===== src/qph_pkg.sv =====
// shared constants and types for the quadratic probe hash insert unit
`default_nettype none

package qph_pkg;

  localparam int KEY_W         = 31;
  localparam int SIZE_W        = 11;
  localparam int SLOT_W        = 10;
  localparam int DEPTH_DEFAULT = 1024;
  localparam int PADDR_W       = 3;
  localparam int PDATA_W       = 32;

  localparam logic [SIZE_W-1:0] SIZE_RESET = 11'd1021;

  // register index, taken from paddr[2]
  localparam logic REG_TABLE_SIZE = 1'b0;

  typedef enum logic [6:0] {
    ST_CLEAR  = 7'b0000001,
    ST_IDLE   = 7'b0000010,
    ST_DIVIDE = 7'b0000100,
    ST_SETUP  = 7'b0001000,
    ST_READ   = 7'b0010000,
    ST_CHECK  = 7'b0100000,
    ST_FINISH = 7'b1000000
  } state_t;

  typedef struct packed {
    logic clear;
    logic load;
    logic set_fail;
    logic div_step;
    logic probe_init;
    logic advance;
    logic mark;
    logic set_ok;
    logic publish;
  } cmd_t;

  typedef struct packed {
    logic clear_last;
    logic size_zero;
    logic div_last;
    logic slot_free;
    logic last_probe;
  } sts_t;

endpackage

`default_nettype wire


===== src/qph_ctrl.sv =====
// controller state machine for the hash insert sequence
`default_nettype none

module qph_ctrl (
  input  wire logic          clk,
  input  wire logic          rst,
  input  wire logic          req_valid,
  output logic               req_stall,
  output logic               rsp_valid,
  input  wire logic          rsp_stall,
  input  wire qph_pkg::sts_t sts,
  output qph_pkg::cmd_t      cmd
);
  import qph_pkg::*;

  state_t state;
  state_t state_next;
  logic   req_take;
  logic   out_free;

  assign req_stall = (state != ST_IDLE);
  assign req_take  = req_valid && (state == ST_IDLE);
  assign out_free  = !rsp_valid || !rsp_stall;

  always_comb begin
    state_next = state;
    cmd        = '0;
    case (state)
      ST_CLEAR: begin
        cmd.clear = 1'b1;
        if (sts.clear_last) begin
          state_next = ST_IDLE;
        end
      end
      ST_IDLE: begin
        if (req_take) begin
          cmd.load = 1'b1;
          if (sts.size_zero) begin
            cmd.set_fail = 1'b1;
            state_next   = ST_FINISH;
          end else begin
            state_next = ST_DIVIDE;
          end
        end
      end
      ST_DIVIDE: begin
        cmd.div_step = 1'b1;
        if (sts.div_last) begin
          state_next = ST_SETUP;
        end
      end
      ST_SETUP: begin
        cmd.probe_init = 1'b1;
        state_next     = ST_READ;
      end
      ST_READ: begin
        state_next = ST_CHECK;
      end
      ST_CHECK: begin
        if (sts.slot_free) begin
          cmd.mark   = 1'b1;
          cmd.set_ok = 1'b1;
          state_next = ST_FINISH;
        end else if (sts.last_probe) begin
          cmd.set_fail = 1'b1;
          state_next   = ST_FINISH;
        end else begin
          cmd.advance = 1'b1;
          state_next  = ST_READ;
        end
      end
      ST_FINISH: begin
        if (out_free) begin
          cmd.publish = 1'b1;
          state_next  = ST_IDLE;
        end
      end
      default: begin
        state_next = ST_CLEAR;
      end
    endcase
  end

  always_ff @(posedge clk) begin
    if (rst) begin
      state     <= ST_CLEAR;
      rsp_valid <= 1'b0;
    end else begin
      state <= state_next;
      if (cmd.publish) begin
        rsp_valid <= 1'b1;
      end else if (!rsp_stall) begin
        rsp_valid <= 1'b0;
      end
    end
  end

endmodule

`default_nettype wire


===== src/qph_dp.sv =====
// datapath: key modulo divider, probe stepping, occupancy memory, result registers
`default_nettype none

module qph_dp #(
  parameter int TABLE_DEPTH = qph_pkg::DEPTH_DEFAULT
) (
  input  wire logic                        clk,
  input  wire logic                        rst,
  input  wire logic [qph_pkg::KEY_W-1:0]   key,
  input  wire logic [qph_pkg::SIZE_W-1:0]  table_size,
  input  wire qph_pkg::cmd_t               cmd,
  output qph_pkg::sts_t                    sts,
  output logic      [qph_pkg::SLOT_W-1:0]  slot,
  output logic                             failed
);
  import qph_pkg::*;

  localparam int AW   = $clog2(TABLE_DEPTH);
  localparam int PW   = (AW > SIZE_W) ? AW : SIZE_W;
  localparam int CW   = $clog2(KEY_W);

  logic              occ [TABLE_DEPTH];
  logic              rd_data;
  logic [AW-1:0]     clr_addr;

  logic [PW-1:0]     eff_size;
  logic [PW-1:0]     sz;
  logic [KEY_W-1:0]  keysh;
  logic [PW-1:0]     rem;
  logic [CW-1:0]     cnt;
  logic [PW-1:0]     pos;
  logic [PW-1:0]     step;
  logic [PW-1:0]     idx;

  logic [PW:0]       trial;
  logic [PW-1:0]     rem_next;
  logic [PW:0]       pos_sum;
  logic [PW-1:0]     pos_next;
  logic [PW:0]       step_sum;
  logic [PW-1:0]     step_next;

  logic [SLOT_W-1:0] pend_slot;
  logic              pend_failed;

  logic              mem_we;
  logic [AW-1:0]     mem_waddr;

  // table_size above the depth saturates to the depth
  always_comb begin
    if (32'(table_size) > 32'(TABLE_DEPTH)) begin
      eff_size = PW'(TABLE_DEPTH);
    end else begin
      eff_size = PW'(table_size);
    end
  end

  // one restoring remainder bit per cycle
  assign trial    = {rem, keysh[KEY_W-1]};
  assign rem_next = (trial >= {1'b0, sz}) ? PW'(trial - {1'b0, sz}) : PW'(trial);

  // pos advances by 2i+1, step kept reduced modulo the size
  assign pos_sum   = {1'b0, pos} + {1'b0, step};
  assign pos_next  = (pos_sum >= {1'b0, sz}) ? PW'(pos_sum - {1'b0, sz}) : PW'(pos_sum);
  assign step_sum  = {1'b0, step} + (PW + 1)'(2);
  assign step_next = (step_sum >= {1'b0, sz}) ? PW'(step_sum - {1'b0, sz}) : PW'(step_sum);

  assign sts.clear_last = (clr_addr == AW'(TABLE_DEPTH - 1));
  assign sts.size_zero  = (eff_size == '0);
  assign sts.div_last   = (cnt == CW'(KEY_W - 1));
  assign sts.slot_free  = !rd_data;
  assign sts.last_probe = (idx == sz - PW'(1));

  assign mem_we    = cmd.clear || cmd.mark;
  assign mem_waddr = cmd.clear ? clr_addr : pos[AW-1:0];

  always_ff @(posedge clk) begin
    if (mem_we) begin
      occ[mem_waddr] <= !cmd.clear;
    end
    rd_data <= occ[pos[AW-1:0]];
  end

  always_ff @(posedge clk) begin
    if (rst) begin
      clr_addr <= '0;
    end else if (cmd.clear) begin
      clr_addr <= clr_addr + AW'(1);
    end
  end

  always_ff @(posedge clk) begin
    if (cmd.load) begin
      keysh <= key;
      rem   <= '0;
      cnt   <= '0;
      sz    <= eff_size;
    end
    if (cmd.div_step) begin
      keysh <= {keysh[KEY_W-2:0], 1'b0};
      rem   <= rem_next;
      cnt   <= cnt + CW'(1);
    end
    if (cmd.probe_init) begin
      pos  <= rem;
      step <= (sz == PW'(1)) ? '0 : PW'(1);
      idx  <= '0;
    end
    if (cmd.advance) begin
      pos  <= pos_next;
      step <= step_next;
      idx  <= idx + PW'(1);
    end
    if (cmd.set_ok) begin
      pend_slot   <= pos[SLOT_W-1:0];
      pend_failed <= 1'b0;
    end
    if (cmd.set_fail) begin
      pend_slot   <= '0;
      pend_failed <= 1'b1;
    end
    if (cmd.publish) begin
      slot   <= pend_slot;
      failed <= pend_failed;
    end
  end

endmodule

`default_nettype wire


===== src/quadratic_probe_hash_insert_unit.sv =====
// top level of the quadratic probe hash insert unit: config port, controller, datapath
//
//   channel  | handshake            | payload
//   ---------+----------------------+-------------------------
//   request  | req_valid, req_stall | key (31 bits)
//   response | rsp_valid, rsp_stall | slot (10 bits), failed
//   config   | psel, penable, pwrite| paddr, pwdata, prdata
//
// a request runs from acceptance to a waiting response through the bit-serial
// key modulo, a setup state, and a read and a check state per probe for the
// registered occupancy memory read and check; size zero goes straight to finish
// after reset, all TABLE_DEPTH entries of the occupancy memory are cleared, no requests taken
// a new request is taken while the last response is still stalled on the output
`default_nettype none

module quadratic_probe_hash_insert_unit #(
  parameter int TABLE_DEPTH = qph_pkg::DEPTH_DEFAULT
) (
  input  wire logic                          clk,
  input  wire logic                          rst,
  input  wire logic                          req_valid,
  output logic                               req_stall,
  input  wire logic [qph_pkg::KEY_W-1:0]     key,
  output logic                               rsp_valid,
  input  wire logic                          rsp_stall,
  output logic      [qph_pkg::SLOT_W-1:0]    slot,
  output logic                               failed,
  input  wire logic                          psel,
  input  wire logic                          penable,
  input  wire logic                          pwrite,
  input  wire logic [qph_pkg::PADDR_W-1:0]   paddr,
  input  wire logic [qph_pkg::PDATA_W-1:0]   pwdata,
  output logic      [qph_pkg::PDATA_W-1:0]   prdata,
  output logic                               pready
);
  import qph_pkg::*;

  logic [SIZE_W-1:0] table_size;
  cmd_t              cmd;
  sts_t              sts;
  logic              reg_write;

  assign pready    = 1'b1;
  assign reg_write = psel && penable && pwrite && pready;

  always_ff @(posedge clk) begin
    if (rst) begin
      table_size <= SIZE_RESET;
    end else if (reg_write && (paddr[2] == REG_TABLE_SIZE)) begin
      table_size <= pwdata[SIZE_W-1:0];
    end
  end

  always_comb begin
    if (paddr[2] == REG_TABLE_SIZE) begin
      prdata = PDATA_W'(table_size);
    end else begin
      prdata = '0;
    end
  end

  qph_ctrl u_ctrl (
    .clk       (clk),
    .rst       (rst),
    .req_valid (req_valid),
    .req_stall (req_stall),
    .rsp_valid (rsp_valid),
    .rsp_stall (rsp_stall),
    .sts       (sts),
    .cmd       (cmd)
  );

  qph_dp #(
    .TABLE_DEPTH (TABLE_DEPTH)
  ) u_dp (
    .clk        (clk),
    .rst        (rst),
    .key        (key),
    .table_size (table_size),
    .cmd        (cmd),
    .sts        (sts),
    .slot       (slot),
    .failed     (failed)
  );

  // no request is taken while the memory clear runs
  a_clear_blocks: assert property (@(posedge clk) disable iff (rst)
    cmd.clear |-> req_stall)
    else $error("request accepted during occupancy clear");

  // one request in flight at a time
  a_one_inflight: assert property (@(posedge clk) disable iff (rst)
    (req_valid && !req_stall) |=> req_stall)
    else $error("second request accepted before the first finished");

  // a failed insert reports slot zero
  a_fail_slot: assert property (@(posedge clk) disable iff (rst)
    (rsp_valid && failed) |-> (slot == '0))
    else $error("failed insert with nonzero slot");

  // marking a slot never coincides with clearing or with a failure
  a_mark_excl: assert property (@(posedge clk) disable iff (rst)
    cmd.mark |-> (!cmd.clear && !cmd.set_fail))
    else $error("slot mark overlaps clear or failure");

endmodule

`default_nettype wire

===== config.mk =====
export PLATFORM = sky130hd
export DESIGN_NAME = quadratic_probe_hash_insert_unit
export DESIGN_NICKNAME = d
export VERILOG_FILES = /design/src/qph_pkg.sv /design/src/qph_ctrl.sv /design/src/qph_dp.sv /design/src/quadratic_probe_hash_insert_unit.sv
export SDC_FILE = /design/constraint.sdc
export NUM_CORES = 2
export LEC_CHECK = 0
export BUFFER_PORTS_ARGS = -buffer_cell sky130_fd_sc_hd__buf_4
export CORE_MARGIN = 3
export CORE_UTILIZATION = 30
export DETAILED_ROUTE_END_ITERATION = 16
export GPL_TIMING_DRIVEN = 0
export PLACE_DENSITY = 0.53
export SLEW_MARGIN = 20
export SYNTH_ARGS = -nofsm -noshare
export SYNTH_HDL_FRONTEND = slang
export SYNTH_SLANG_ARGS = --single-unit
export TNS_END_PERCENT = 50

===== constraint.sdc =====
create_clock -name clk -period 11.7 [get_ports clk]
set_clock_uncertainty 0.2 [all_clocks]
set_input_delay 0 -clock clk [delete_from_list [all_inputs] [get_ports clk]]
set_output_delay 0 -clock clk [all_outputs]
set_load 0.05 [all_outputs]

# Word-level counts from Yosys, hierarchy flattened
# Memories as Yosys holds them, arrays and structs flattened. A register that Yosys moved wholly into a read port is not among the register bits.
# Index checks and enable logic that the tools add are counted.
totals:
  regBits: 142
  latch_bits: 0
  mem_bits_rw: 1024
  romBits: 0
  in_bits: 73
  out_inout_bits: 46
  elab_cells: 107
  n_memories: 1
mem_list:
  columns: ["memory", "depth", "word_bits", "read_ports", "rd_ports_with_merged_regs", "wr", "line_no", "rtl"]
  rows:
  - ["u_dp.occ", 1024, 1, 1, 1, 1, "qph_dp.sv:22", "logic occ [TABLE_DEPTH];"]
classes:
  n_addsub: 9
  multipliers: 0
  div: 0
  order_cmp: 4
  eq_ne: 17
  n_shift: 0
  muxes: 46
  bitwise: 1
  n_reduce_logical: 13
op_table:
  columns: ["op", "n"]
  rows:
  - ["2-to-1 mux 11 bit", 13]
  - ["2-to-1 mux 31 bit", 2]
  - ["2-to-1 mux 7 bit", 7]
  - ["one-hot mux 7 bit (7 select lines)", 1]
  - ["greater-or-equal comparator 12 x 11 -> 1 bit", 3]
  - ["subtractor 11 bit", 3]
  - ["2-to-1 mux 1 bit", 16]
  - ["adder 11 x 11 -> 12 bit", 1]
  - ["adder 11 x 2 -> 12 bit, second input constant", 1]
  - ["adder 11 x 1 -> 11 bit, second input constant", 1]
  - ["equality test 11 x 1 -> 1 bit, second input constant", 1]
  - ["equality test 11 bit", 1]
  - ["greater-than comparator 11 bit, second input constant", 1]
  - ["logical NOT 11 bit", 1]
  - ["subtractor 11 x 1 -> 11 bit, second input constant", 1]
  - ["adder 10 x 1 -> 10 bit, second input constant", 1]
  - ["equality test 10 bit, second input constant", 1]
  - ["2-to-1 mux 10 bit", 1]
  - ["2-to-1 mux 5 bit", 2]
  - ["equality test 7 x 1 -> 1 bit, second input constant", 1]
  - ["equality test 7 x 2 -> 1 bit, second input constant", 1]
  - ["equality test 7 x 3 -> 1 bit, second input constant", 1]
  - ["equality test 7 x 4 -> 1 bit, second input constant", 1]
  - ["equality test 7 x 5 -> 1 bit, second input constant", 1]
  - ["other kinds (16)", 27]

# Depth between registers and ports, before layout
logic_depth:
  word_depth: 8
  depth_mapped: 17
  ltp_nobuf: 16

# Modules after synthesis
# From an unflattened synthesis, not the netlist that was laid out.
unflattened:
  hier_cells: 3965
  hier_area_um2: 53362.4
by_module_without_submodules:
  columns: ["mod", "n_inst", "cells_per_inst", "area_per_inst_um2", "seq_area_each_um2"]
  rows:
  - ["qph_dp", 1, 3811, 52095.0, 34242.8]
  - ["quadratic_probe_hash_insert_unit", 1, 84, 714.4, 220.2]
  - ["qph_ctrl", 1, 70, 553.0, 160.2]

# Least setup slack after synthesis
# Ideal clock, no wire load.
synth_path:
  kind: "register to register"
  start: "register u_ctrl.state[4]"
  end: "memory u_dp.occ[506], enable pin"
  setup_time_ns: 0.254
  t_arrival_ns: 9.931
  required_ns: 11.246
  setup_slack_ns: 1.315
  path_stages_with_launch: 11
  n_path_buf: 4
  period_less_slack_ns: 10.385
  cell_sequence: "dfxtp_1 > nor4_4 > and3_1 > buf_4 > inv_2 > buf_2 > buf_2 > o21ai_0 > nand2_1 > clkbuf_1 > nor2_1"
synth_via:
  elab_chain_len: 5
  word_cells_on_any_way: 8
  classes_between: "2 x eq/ne; 5 x mux; 1 x reduce/logical"
synth_rtl:
  columns: ["item", "line_no", "rtl"]
  rows:
  - ["start, declared", "qph_ctrl.sv:16", "state_t state;"]
  - ["start signal, assigned", "qph_ctrl.sv:89", "state <= state_next;"]
  - ["equality test 7 x 1 -> 1 bit / equality test 7 x 6 -> 1 bit (equally long branches)", "qph_ctrl.sv:28", "case (state)"]
  - ["2-to-1 mux 1 bit / 2-to-1 mux 3 bit (equally long branches)", "qph_ctrl.sv:28", null]
  - ["logical OR 1 bit", "qph_dp.sv:73", "assign mem_we = cmd.clear || cmd.mark;"]
  - ["2-to-1 mux 1 bit", "qph_dp.sv:77", "if (mem_we) begin"]
  - ["2-to-1 mux 1 bit (implied by the code)", "qph_dp.sv:78", "occ[mem_waddr] <= !cmd.clear;"]
  - ["end, declared", "qph_dp.sv:22", null]
# Several ways; a longest one is shown, not always the timed one.

==> results.py <==
metrics = {
    "floorplanning": {
        "start_util_pct": 30.2,
        "pin_count": 119,
        "die_w_um": 427,
        "row_count": 154,
        "core_area_um2": 176000,
        "die_h_um": 427,
        "die_area_um2": 183000,
    },
    "power_and_ir_drop": {
        "pwr-share-comb_pct": 7.3,
        "p_leak_nw": 19.6,
        "p_int_mw": 7.20,
        "seq_power_share_pct": 50.3,
        "netSwitchingFraction_pct": 24.3,
        "power_frac_clock_pct": 42.4,
        "ir_worst_vdd_uv": 152,
        "total_power_mw": 9.51,
        "power_density_nw_per_um2": 152,
        "p_switching_mw": 2.31,
    },
    "worst_setup_path": {
        "end_kind": "flip-flop",
        "crit-reg2reg-launch": "u_dp.pos[1]$_DFFE_PN_",
        "path_buf_inv": 4,
        "crit_family": "buffers and inverters",
        "crit_chain": "buf_4 > buf_4 > buf_2 > buf_2 > mux4_2 > o22ai_1 > o21ai_0 > o21ai_0 > nor4b_1 > o311ai_1 > nand4_1",
        "crit_required_ns": 12.17,
        "worst_setup_path_start_kind": "flip-flop",
        "path_max_fanout": 10,
        "worstSetupPathType": "reg2reg",
        "slowest_stage": "nor4b_1",
        "startpoint": "u_dp.pos[1]$_DFFE_PN_",
        "cpPeakStageDelay_ns": 0.95,
        "cp.arrival_ns": 6.25,
    },
    "logic_synthesis": {
        "synth_flop_cell": "edfxtp_1",
        "syn_inst": 3919,
        "yosysTopAreaCell": "edfxtp_1",
        "ys_types": 89,
        "synthTopCellsByArea": "edfxtp_1 (63%), mux4_2 (9.9%), nor2_1 (8.0%), mux2i_1 (1.7%), dfxtp_1 (1.6%)",
        "ys_seq_elements": 1167,
        "ys_async_sr_fraction_pct": 0,
        "synth.top_cell.area_share_pct": 63.4,
        "yosysSeqAreaShare_pct": 65.0,
        "ys_warn_count": 0,
        "synth_edf_count": 1125,
        "syn_area_per_cell_um2": 13.6,
        "netlist_area_um2": 53300,
    },
    "sta": {
        "fmax_mhz": 173,
        "worstMarginPinSlew_ns": 1.31,
        "setup_viol": 0,
        "min_period_over_period_pct": 49.4,
        "slew_headroom_pct": 12.8,
        "rsz0062_at_grt": "no",
        "final_hold_viol_count": 0,
        "holdWs_ns": 0.0671,
        "setup_ws_ns": 5.92,
        "slew_viol_final": 0,
        "min_period_ns": 5.78,
        "setup_tns_ns": 0,
    },
    "cts": {
        "cts_root_buf": "clkbuf_16",
        "clk_path_buf_depth": 3,
        "clk_latency_ns": 0.76,
        "cts_setup_buffers": 0,
        "clk_pin_slew_ns": 0.06,
        "cts_sinks": 1167,
        "htreeDepth": 4,
        "cts_tree": "yes",
        "numCtsBuffers": 131,
    },
    "placement": {
        "place_congestion": 0.979,
        "place_area_um2": 57100,
        "pre_cts_ws_ns": 6.20,
        "io_buffers": 72,
        "dp_hpwl_um": 127000,
        "dp.cells": 6362,
    },
    "route": {
        "vias": 36200,
        "wl_per_cell_um": 28.5,
        "first_pass_iters": 8,
        "antenna_left": 0,
        "routed_wirelength_um": 191000,
        "via_per_inst": 5.39,
        "drc": 0,
        "drtIter0Drc": 5594,
    },
    "final_layout": {
        "postLayoutCellArea_um2": 62400,
        "finalNonFillerCells": 6720,
        "seqCellArea_um2": 34600,
        "final_core_util_pct": 35.4,
        "area_growth_pct": 17.2,
        "drive_above_1_share_pct": 15.9,
        "final_cell_mix": "nor2_1 (1141), edfxtp_1 (1125), mux4_2 (235)",
        "final_common_cell": "nor2_1",
        "fillers": 17200,
        "nNetsFinal": 4400,
        "multi_input_area_um2": 16900,
    },
    "min_path": {
        "min_from": "rsp_stall",
        "hp-class": "in2reg",
    },
    "global_routing": {
        "antenna_found_initial": 4,
        "track_usage_pct": 20.6,
        "grt_first_pass_wirelength_um": 264000,
        "overflow": 0,
        "grt_pass1_vias": 35000,
        "grt_start_max_net_pins": 155,
    },
    "status": {
        "status": "completed",
    },
    "job": {
        "drv_cap": 0,
    },
}
timing repair:
| item | in CTS | in global routing |
|---|---|---|
| gates resized for setup | 0 | 0 |
| endpoints found under the hold margin | 128 | 0 |
| hold buffers | 117 | 0 |
| endpoints found under the setup margin | 0 | 0 |
sequential cells by signal (all words and copies together), names as in the netlist, 10 cells and up:
register        count
u_dp.clr_addr      10
u_dp.pos           11
u_dp.rem           11
u_dp.occ         1024
u_dp.keysh         31
u_dp.pend_slot     10
table_size         11
u_dp.idx           11
u_dp.step          11
u_dp.slot          10
u_dp.sz            11
worst reg2reg max path, stage by stage, from the launching register on:
cell and delay, ns:
edfxtp_1 0.56, buf_4 0.31, buf_4 0.33, buf_2 0.63, buf_2 0.69, mux4_2 0.41, o22ai_1 0.09, o21ai_0 0.84
o21ai_0 0.24, nor4b_1 0.95, o311ai_1 0.24, nand4_1 0.23
synth_stat cells, types with 46 or more instances:
library cell  count
mux4_2          235
buf_2            79
o21ai_0          46
buf_4            48
nor2_1         1142
nand2_1         130
clkbuf_1        173
ha_1             51
edfxtp_1       1125
a21oi_1          50
a22oi_1          46
mux2i_1          89
area by class of cell:
type	count	share of cell area, %
Multi-Input combinational cell	2394	27.0
Antenna cell	3	0.0120
Tap cell	2340	4.69
Clock inverter	65	0.820
Buffer	340	2.81
Sequential cell	1167	55.5
Timing Repair Buffer	200	3.19
Inverter	38	0.228
Clock buffer	173	5.78
power groups by stage:
stage / clock, mW / combinational [mW] / sequential (mW)
2_1_floorplan: 0 / 0.330 / 4.99
6_report: 4.03 / 0.697 / 4.78
5_1_grt: 4.22 / 0.727 / 4.78
4_1_cts: 4.07 / 0.677 / 4.78
3_5_place_dp: 0 / 0.648 / 4.87
3_3_place_gp: 0 / 0.597 / 5.08
metal layers:
| metal | track usage (%) | share of wire, % |
|---|---|---|
| met1 | 27.4 | 40 |
| met2 | 32.0 | 45 |
| met3 | 4.84 | 9.5 |
| met4 | 9.11 | 4.7 |
| met5 | 0 | 0.0063 |
kinds of logic (layout without fill, tap and decap cells):
kind of cell / count (synthesis) / in the layout / synth area share [%]
and+or+nand+nor: 1564 / 1564 / 12.5
DFF: 1167 / 1167 / 65.0
buffers and inverters: 378 / 816 / 3.53
AOI/OAI and AO/OA: 347 / 347 / 4.61
muxes: 327 / 327 / 11.7
xor gates and xnor gates: 78 / 78 / 1.28
adders and majority gates: 56 / 56 / 1.37
other: 2 / 25 / 0.0141
worst paths after layout:
kind | to | slack [ns] | cells after the start
setup reg to reg | u_dp.rd_data$_DFF_P_ | 5.92 | 11
hold reg to reg | u_dp.slot[7]$_DFFE_PP_ | 0.23 | 0
hold / removal | u_dp.failed$_DFFE_PP_ | 0.07 | 3
setup / recovery | u_dp.rd_data$_DFF_P_ | 5.92 | 11
Note: power is estimated with default switching activity, not from simulation.
